`src/hw/rtl/slid_pkg.sv`:
```
// ----------------------------------------------------------------------------
// slid_pkg: shared types and constants for the sorted list
// Field widths, request and status codes, and the control bundle that the
// top level hands to each cell.
// ----------------------------------------------------------------------------
package slid_pkg;

  localparam int SLID_DATA_W   = 32;
  localparam int SLID_CNT_W    = 5;
  localparam int SLID_CAPACITY = 16;

  // request kinds
  typedef enum logic {
    REQ_INSERT = 1'b0,
    REQ_DELETE = 1'b1
  } slid_req_e;

  // result status codes
  typedef enum logic [1:0] {
    ST_OK       = 2'd0,
    ST_FULL     = 2'd1,
    ST_DUP      = 2'd2,
    ST_NOTFOUND = 2'd3
  } slid_status_e;

  // per-cycle commit strobes for every cell
  typedef struct packed {
    logic ins;  // shift up from the insertion point and drop the value in
    logic del;  // shift down over the removed entry
  } slid_ctrl_t;

endpackage

```
`src/hw/rtl/slid_cell.sv`:
```
// ----------------------------------------------------------------------------
// slid_cell: one slot of the sorted list
// Holds one entry, compares it with the request value and, on commit, keeps
// its entry or takes the value or a neighbour's entry.
// ----------------------------------------------------------------------------
module slid_cell (
  input  logic                                       clk_i,
  input  slid_pkg::slid_ctrl_t                       ctrl_i,
  input  logic signed [slid_pkg::SLID_DATA_W-1:0]    value_i,
  input  logic                                       valid_i,
  input  logic                                       lt_prev_i,
  input  logic signed [slid_pkg::SLID_DATA_W-1:0]    entry_prev_i,
  input  logic signed [slid_pkg::SLID_DATA_W-1:0]    entry_next_i,
  output logic                                       lt_o,
  output logic                                       hit_o,
  output logic signed [slid_pkg::SLID_DATA_W-1:0]    entry_o
);
  import slid_pkg::*;

  logic signed [SLID_DATA_W-1:0] entry_q, entry_d;

  // compare against the request; only held slots take part
  assign lt_o  = valid_i && (entry_q < value_i);
  assign hit_o = valid_i && (entry_q == value_i);

  // next entry: lower slots keep, the insertion slot takes the value,
  // higher slots take the neighbour below (insert) or above (delete)
  always_comb begin
    entry_d = entry_q;
    if (ctrl_i.ins) begin
      if (lt_o) begin
        entry_d = entry_q;
      end else if (lt_prev_i) begin
        entry_d = value_i;
      end else begin
        entry_d = entry_prev_i;
      end
    end else if (ctrl_i.del) begin
      if (!lt_o) begin
        entry_d = entry_next_i;
      end
    end
  end

  always_ff @(posedge clk_i) begin
    entry_q <= entry_d;
  end

  assign entry_o = entry_q;

endmodule

```
`src/hw/rtl/sorted_list_insert_delete.sv`:
```
// ----------------------------------------------------------------------------
// sorted_list_insert_delete: ordered table of unique signed values
// Insert and delete requests against a row of compare-and-shift cells.
// ----------------------------------------------------------------------------
// Takes one request per cycle unless stalled and returns one result beat per
// request from an output register the cycle after it. Every cell compares its
// entry with the request value in the same cycle and shifts with its
// neighbours on the accepting edge, so throughput is set only by the output
// register draining. The critical path is the compare in each cell, the
// CAPACITY-wide OR of the match flags into the status and fill decision, and
// the fan-out of the commit strobe back to every cell. No clearing pass is
// needed after reset: slots at or above the fill count take no part.
// ----------------------------------------------------------------------------
module sorted_list_insert_delete #(
  parameter int CAPACITY = slid_pkg::SLID_CAPACITY
) (
  input  logic                                    clk_i,
  input  logic                                    rst_ni,
  input  logic                                    in_valid_i,
  output logic                                    in_stall_o,
  input  logic                                    req_type_i,
  input  logic signed [slid_pkg::SLID_DATA_W-1:0] value_i,
  output logic                                    out_valid_o,
  input  logic                                    out_stall_i,
  output logic [1:0]                              status_o,
  output logic [slid_pkg::SLID_CNT_W-1:0]         count_o
);
  import slid_pkg::*;

  localparam int CntW = $clog2(CAPACITY + 1);

  logic [CntW-1:0]               fill_q, fill_d;
  logic                          out_valid_q;
  slid_status_e                  status_q, status_d;
  logic [SLID_CNT_W-1:0]         count_q;
  logic                          accept;
  logic                          full, dup, found;
  slid_ctrl_t                    ctrl;
  logic [CAPACITY-1:0]           valid, lt, hit;
  logic signed [SLID_DATA_W-1:0] entry [CAPACITY];

  // input beat goes in unless a finished result is held back
  assign in_stall_o = out_valid_q && out_stall_i;
  assign accept     = in_valid_i && !in_stall_o;

  // row of cells
  for (genvar i = 0; i < CAPACITY; i++) begin : g_cell
    logic                          lt_prev;
    logic signed [SLID_DATA_W-1:0] entry_prev, entry_next;

    assign valid[i] = (CntW'(i) < fill_q);

    if (i == 0) begin : g_first
      assign lt_prev    = 1'b1;
      assign entry_prev = value_i;
    end else begin : g_mid
      assign lt_prev    = lt[i-1];
      assign entry_prev = entry[i-1];
    end

    if (i == CAPACITY - 1) begin : g_last
      assign entry_next = entry[i];
    end else begin : g_inner
      assign entry_next = entry[i+1];
    end

    slid_cell u_cell (
      .clk_i        (clk_i),
      .ctrl_i       (ctrl),
      .value_i      (value_i),
      .valid_i      (valid[i]),
      .lt_prev_i    (lt_prev),
      .entry_prev_i (entry_prev),
      .entry_next_i (entry_next),
      .lt_o         (lt[i]),
      .hit_o        (hit[i]),
      .entry_o      (entry[i])
    );
  end

  // request decision
  assign full  = (fill_q == CntW'(CAPACITY));
  assign dup   = |hit;
  assign found = |hit;

  always_comb begin
    ctrl     = '0;
    status_d = ST_OK;
    fill_d   = fill_q;
    if (req_type_i == REQ_INSERT) begin
      if (full) begin
        status_d = ST_FULL;
      end else if (dup) begin
        status_d = ST_DUP;
      end else begin
        ctrl.ins = accept;
        fill_d   = fill_q + CntW'(1);
      end
    end else begin
      if (!found) begin
        status_d = ST_NOTFOUND;
      end else begin
        ctrl.del = accept;
        fill_d   = fill_q - CntW'(1);
      end
    end
  end

  // fill count and result register
  always_ff @(posedge clk_i or negedge rst_ni) begin
    if (!rst_ni) begin
      fill_q      <= '0;
      out_valid_q <= 1'b0;
    end else begin
      if (accept) begin
        fill_q      <= fill_d;
        out_valid_q <= 1'b1;
      end else if (!out_stall_i) begin
        out_valid_q <= 1'b0;
      end
    end
  end

  always_ff @(posedge clk_i) begin
    if (accept) begin
      status_q <= status_d;
      count_q  <= SLID_CNT_W'(fill_d);
    end
  end

  assign out_valid_o = out_valid_q;
  assign status_o    = status_q;
  assign count_o     = count_q;

endmodule

```
`config.mk`:
```
export PLATFORM = sky130hd
export DESIGN_NAME = sorted_list_insert_delete
export DESIGN_NICKNAME = d
export VERILOG_FILES = /design/src/hw/rtl/slid_pkg.sv /design/src/hw/rtl/slid_cell.sv /design/src/hw/rtl/sorted_list_insert_delete.sv
export SDC_FILE = /design/constraint.sdc
export NUM_CORES = 2
export LEC_CHECK = 0
export ABC_AREA = 1
export BUFFER_PORTS_ARGS = -buffer_cell sky130_fd_sc_hd__buf_2
export CELL_PAD_IN_SITES_DETAIL_PLACEMENT = 1
export CELL_PAD_IN_SITES_GLOBAL_PLACEMENT = 1
export CORE_UTILIZATION = 49
export DETAILED_ROUTE_END_ITERATION = 16
export PLACE_DENSITY = 0.91
export REMOVE_ABC_BUFFERS = 1
export SLEW_MARGIN = 0
export SYNTH_ARGS = -nofsm -noshare
export SYNTH_HDL_FRONTEND = slang
export SYNTH_SLANG_ARGS = --single-unit
```
`constraint.sdc`:
```
create_clock -name clk_i -period 6.1 [get_ports clk_i]
set_clock_uncertainty 0.15 [all_clocks]
set_input_delay 1.22 -clock clk_i [delete_from_list [all_inputs] [get_ports clk_i]]
set_output_delay 1.22 -clock clk_i [all_outputs]
set_load 0.02 [all_outputs]
```
# Yosys cells after proc, flatten, opt, wreduce, memory -nomap -nowiden
# Cells that the tools add are included.
classes:
  addsub: 2
  n_lt_le_gt_ge: 32
  eq_ne: 18
  muxes: 90
  bitwise_logic: 16
  n_reduce_logical: 53
op_table:
  columns: ["op", "count"]
  rows:
  - ["32-bit two-way mux", 75]
  - ["32-bit equality test", 16]
  - ["32-bit less-than comparator", 16]
  - ["4-bit by 5-bit less-than comparator with 1-bit output, first input constant", 8]
  - ["1-bit logical AND", 34]
  - ["2-bit AND reduction", 16]
  - ["3-bit by 5-bit less-than comparator with 1-bit output, first input constant", 4]
  - ["5-bit two-way mux", 4]
  - ["1-bit NOT", 16]
  - ["16-bit OR reduction", 1]
  - ["1-bit by 5-bit less-than comparator with 1-bit output, first input constant", 2]
  - ["2-bit by 5-bit less-than comparator with 1-bit output, first input constant", 2]
  - ["2-bit two-way mux", 4]
  - ["1-bit two-way mux", 7]
  - ["5-bit by 1-bit adder with 5-bit output, second input constant", 1]
  - ["5-bit equality test, second input constant", 1]
  - ["5-bit by 1-bit subtractor with 5-bit output, second input constant", 1]
  - ["2-bit by 1-bit != test with 1-bit output, second input constant", 1]
  - ["2-bit nonzero test", 1]
  - ["1-bit logical NOT", 1]
totals:
  reg_bits: 525
  in_bits: 37
  out_inout_bits: 9
  word_cells: 231

# Longest topological paths before layout
logic_depth:
  depth_word: 8
  mapped_depth: 19
  depth_no_buf: 17

# Hierarchy
# A second synthesis with hierarchy kept.
hier_totals:
  cells_unflattened: 5281
  hier_area_um2: 40654.0
modules_own_cells:
  columns: ["mod", "instances", "cells_per_inst", "area_per_inst_um2", "seq_area_each_um2"]
  rows:
  - ["slid_cell at g_cell[0].u_cell ...", 15, 320, 2472.4, 960.9]
  - ["slid_cell at g_cell[15].u_cell", 1, 323, 2513.7, 960.9]
  - ["sorted_list_insert_delete", 1, 158, 1054.8, 360.3]

# Worst setup path after synthesis
# Ideal clock, no wire load.
synth_timing:
  path_kind: "input -> register"
  start: "input value_i[31] (netlist bit)"
  end: "register g_cell[15].u_cell.entry_q[0], enable pin"
  setup_ns: 0.441
  arrival_ns: 5.296
  t_required_ns: 5.509
  setup_slack_ns: 0.213
  stages: 18
  n_path_buf: 3
  cell_sequence: "inv_1 -> clkbuf_1 -> ha_1 -> nand2_1 -> nor2_1 -> nand2_1 -> nor2_1 -> nand2_1 -> nand2_1 -> nor2_1 -> nand2_1 -> nor2_2 -> nand2_2 -> nor2_8 -> inv_4 -> buf_2 -> buf_6 -> a31oi_1"
synth_via:
  elab_chain_cells: 7
  word_cells_on_any_way: 40
  cone_classes: "order compare (1); eq/ne (16); mux (3); bitwise (1); reduce/logical (19)"
synth_rtl:
  columns: ["item", "line", "rtl"]
  rows:
  - ["start: declaration", "sorted_list_insert_delete.sv:22", "input logic signed [slid_pkg::SLID_DATA_W-1:0] value_i,"]
  - ["32-bit equality test", "slid_cell.sv:24", "assign hit_o = valid_i && (entry_q == value_i);"]
  - ["1-bit logical AND", "slid_cell.sv:24", null]
  - ["16-bit OR reduction", "sorted_list_insert_delete.sv:83", "assign dup = |hit;"]
  - ["1-bit two-way mux", "sorted_list_insert_delete.sv:93", "end else if (dup) begin"]
  - ["1-bit two-way mux", "sorted_list_insert_delete.sv:91", "if (full) begin"]
  - ["1-bit two-way mux", "sorted_list_insert_delete.sv:90", "if (req_type_i == REQ_INSERT) begin"]
  - ["2-bit AND reduction (no line) (*)", null, null]
  - ["end signal: assignment", "slid_cell.sv:46", "entry_q <= entry_d;"]
  - ["end: declaration", "slid_cell.sv:20", "logic signed [SLID_DATA_W-1:0] entry_q, entry_d;"]
# Mark *: on every way between the ends. The rest lies on a longest branch, timed or not.
# A chain may end at the register's enable or synchronous reset.

# Worst setup path in the final report
layout_timing:
  start: "input value_i[25] (netlist bit)"
  end: "register g_cell[6].u_cell.entry_q[29], data pin"
layout_via:
  elab_chain_cells: 7
  word_cells_on_any_way: 41
  cone_classes: "order compare (1); eq/ne (16); mux (6); reduce/logical (18)"
layout_rtl:
  columns: ["item", "line", "rtl"]
  rows:
  - ["parallel branches: the longest is 6 deep, another holds 32-bit less-than comparator", null, null]
  - ["32-bit two-way mux (*)", "slid_cell.sv:30", "if (ctrl_i.ins) begin"]
  - ["net g_cell[6].u_cell.entry_d[29]", "slid_cell.sv:20", null]
  - ["end signal: assignment", "slid_cell.sv:46", null]
  - ["end: declaration", "slid_cell.sv:20", null]
# Mark *: on every way through the listed nets, which the timed path passes. The select of a mux whose other input is x is not followed.

==> flow_metrics.tcl <==
set metrics [dict create \
    fmax_mhz 204 \
    route.final.wire_length_um 169000 \
    drcViolationCount 0 \
    gr-usage-met2_pct 63.5 \
    synthTopCellsByArea "edfxtp_1, nand2_1, ha_1" \
    most_frequent_cell_after_synthesis "nand2_1" \
    post_layout_nonfiller_instances 6724 \
    crit_path_end_kind "flop" \
    cts-root-to-sink-buffers 3 \
    synth_warn 0 \
    clkSinkCount 525 \
    power_density_nw_per_um2 280 \
    netlist-cell-type-count 32 \
    cts.reportedPaths.clkPinSlew_ns 0.06 \
    hold_path_class "in2async" \
    maximum_number_of_pins_on_one_net_before_global_route_repair 168 \
    post-synth-top-area-cell "edfxtp_1" \
    placement_rows 107 \
    insertion_delay_ns 0.65 \
    post_cts_buffers 0 \
    die_height_um 295 \
    tritoncts.num_buffers 66 \
    synthCells 5600 \
    grt_pass1_vias 45788 \
    postSynthRegisterBits 525 \
    use_met1_pct 44.6 \
    static_leakage_nw 22.0 \
    cp_class "in2reg" \
    setup_viols_final 0 \
    pin_count 46 \
    detail_route.first_pass.iterations 6 \
    wire_length_of_the_first_global_routing_pass_um 261000 \
    worst_ep_required_time_ns 6.45 \
    critPathLaunchType "input port" \
    cap_violations 0 \
    antenna-diode-count 0 \
    grt_antenna_before_repair 1 \
    vias 43014 \
    ctsResizeCount 0 \
    route.detailed.vias_per_inst 6.40 \
    hpwlAfterDp_um 115000 \
    place.detailed.instances 6609 \
    avgSynthCellArea_um2 7.51 \
    total_power_mw 12.8 \
    cts_hold_repair.buffers 0 \
    synth_sequential_area_ratio_pct 37.4 \
    timing.reg2reg.worst_path_depth 16 \
    grt_busiest_layer "met2" \
    placement.io_buffers 45 \
    outcome "finished clean" \
    yosysTopAreaCellShare_pct 37.1 \
    worstPathMaxFanout 167 \
    initial_core_util_pct 49.4 \
    r2r_start "g_cell[0].u_cell.entry_o[27]$_DFFE_PP_" \
    layout.filler_cells 10682 \
    count_of_flip_flops_with_a_built_in_enable_after_synthesis 519 \
    core-area_um2 85000 \
    worst-r2r-setup-slack_ns 1.73 \
    grt_util_all_layers_pct 38.9 \
    gp_congestion 0.950 \
    layout-drive-gt1-share_pct 5.23 \
    fin_setup_tns_ns 0 \
    detail_route.wl_per_cell_um 25.1 \
    grt_setup_unrepaired "no" \
    final_design_area_no_fill_um2 45600 \
    yosys-top-cells-count "nand2_1, edfxtp_1, ha_1" \
    finalCriticalPeriod_ns 4.91 \
    worst_reg2reg_endpoint "g_cell[6].u_cell.entry_o[29]$_DFFE_PP_" \
    layout-area-overhead-vs-synth_pct 8.44 \
    cts_tree "built" \
    slew_viol_final 0 \
    drt_iter0_drc 4014 \
    global_route.overflow_total 0 \
    critical_path_data_arrival_time_ns 5.26 \
    fp.dieW_um 295 \
    cts-root-buf "clkbuf_16" \
    maxSlewHeadroom_pct 34.5 \
    asyncSetResetFlopFracSynth_pct 1.14 \
    timing.final.hold_violations 0 \
    netlist_area_um2 42000 \
    h-tree-depth 3 \
    layout.nets 6086 \
    post_dp_cell_area_um2 43600 \
    antenna_left 0 \
    groute.layer.met3.usage_pct 8.16 \
    finalCritPeriodShare_pct 80.5 \
    total_die_area_um2 87000 \
    worst_tran_pin_value_ns 0.980 \
    synth_ff_type "edfxtp_1" \
    power.ir.vdd_worst_mv 0.277 \
]
## layout make-up
cell class                      count  area, um2  share of cell area, %
Clock buffer                       97       1890                   4.16
Clock inverter                     18        105                  0.231
Inverter                          499       1890                   4.14
Multi-Input combinational cell   4257      23000                   50.5
Sequential cell                   525      15700                   34.5
Tap cell                         1144       1430                   3.14
Timing Repair Buffer              184       1510                   3.30
## cells by family (layout without fill, tap and decap cells)
logic type	count (synthesis)	count (layout)	synth area share [%]
compound gates	445	445	5.44
buf+inv	818	798	7.89
flops	525	525	37.4
xor+xnor	6	6	0.125
simple gates	3290	3290	33.8
fa+ha+maj	516	516	15.4
## metal layers
layer	vias up	share of wire [%]
li1	18899	-
met3	904	9.1
met2	2448	46
met1	20763	36
met4	0	8.8
met5	-	0
## layout by cell type (no fill, tap or decap), drive strengths merged, types with 6 or more instances in the layout
| cell | n |
|---|---|
| ha | 516 |
| nand3 | 456 |
| nand3b | 18 |
| nand2 | 2106 |
| edfxtp | 519 |
| a21oi | 260 |
| buf | 184 |
| xor2 | 6 |
| dfrtp | 6 |
| nor3 | 10 |
| clkbuf | 97 |
| clkinv | 18 |
| o21ai | 161 |
| inv | 498 |
| nor2 | 243 |
| o211ai | 15 |
| and3 | 10 |
| nand4 | 447 |
## state kept, by name (all words and copies together), names as in the netlist
name and count:
g_cell.u_cell.entry_o 512, count_o 5, fill_q 5, status_o 2
out_valid_o 1
## where the power goes
group | switching (mW) | internal [mW]
sequential | 0.281 | 4.34
combinational | 3.12 | 1.16
clock | 1.69 | 2.18
## critical path, cell delays in order
cell and delay [ns]:
buf_2 0.12, inv_1 0.10, buf_4 0.48, ha_1 0.27, nand2_1 0.07, nor2_1 0.14, nand2_1 0.14, nor2_1 0.35
nand2_1 0.21, nand2_1 0.19, nor2_1 0.07, nand2_1 0.08, nor2_2 0.06, nand2_2 0.13, nor2_8 0.07, inv_12 0.52
buf_12 0.49, nand2_1 0.20, nand2_1 0.11
## through the flow
stage	hold slack, ns	util [%]	setup WS, ns
6_report	0.252	53.6	1.19
5_1_grt	0.251	53.6	1.01
4_1_cts	0.254	53.6	1.30
3_5_place_dp	0.335	51.3	0.757
3_3_place_gp	0.317	51.3	0.813
2_1_floorplan	0.370	-	-6.00
## worst max path at each step
| stage | startpoint | endpoint | slack (ns) |
|---|---|---|---|
| CTS | value_i[25] | g_cell[2].u_cell.entry_o[9]$_DFFE_PP_ | 1.30 |
| global placement | value_i[27] | g_cell[3].u_cell.entry_o[25]$_DFFE_PP_ | 0.81 |
| finish | value_i[25] | g_cell[6].u_cell.entry_o[29]$_DFFE_PP_ | 1.19 |
| global route | value_i[29] | g_cell[3].u_cell.entry_o[25]$_DFFE_PP_ | 1.01 |
| floorplan | value_i[31] | g_cell[15].u_cell.entry_o[0]$_DFFE_PP_ | -6.00 |
| detailed placement | value_i[29] | g_cell[1].u_cell.entry_o[7]$_DFFE_PP_ | 0.76 |
No activity file was read; power rests on OpenSTA's default activity.
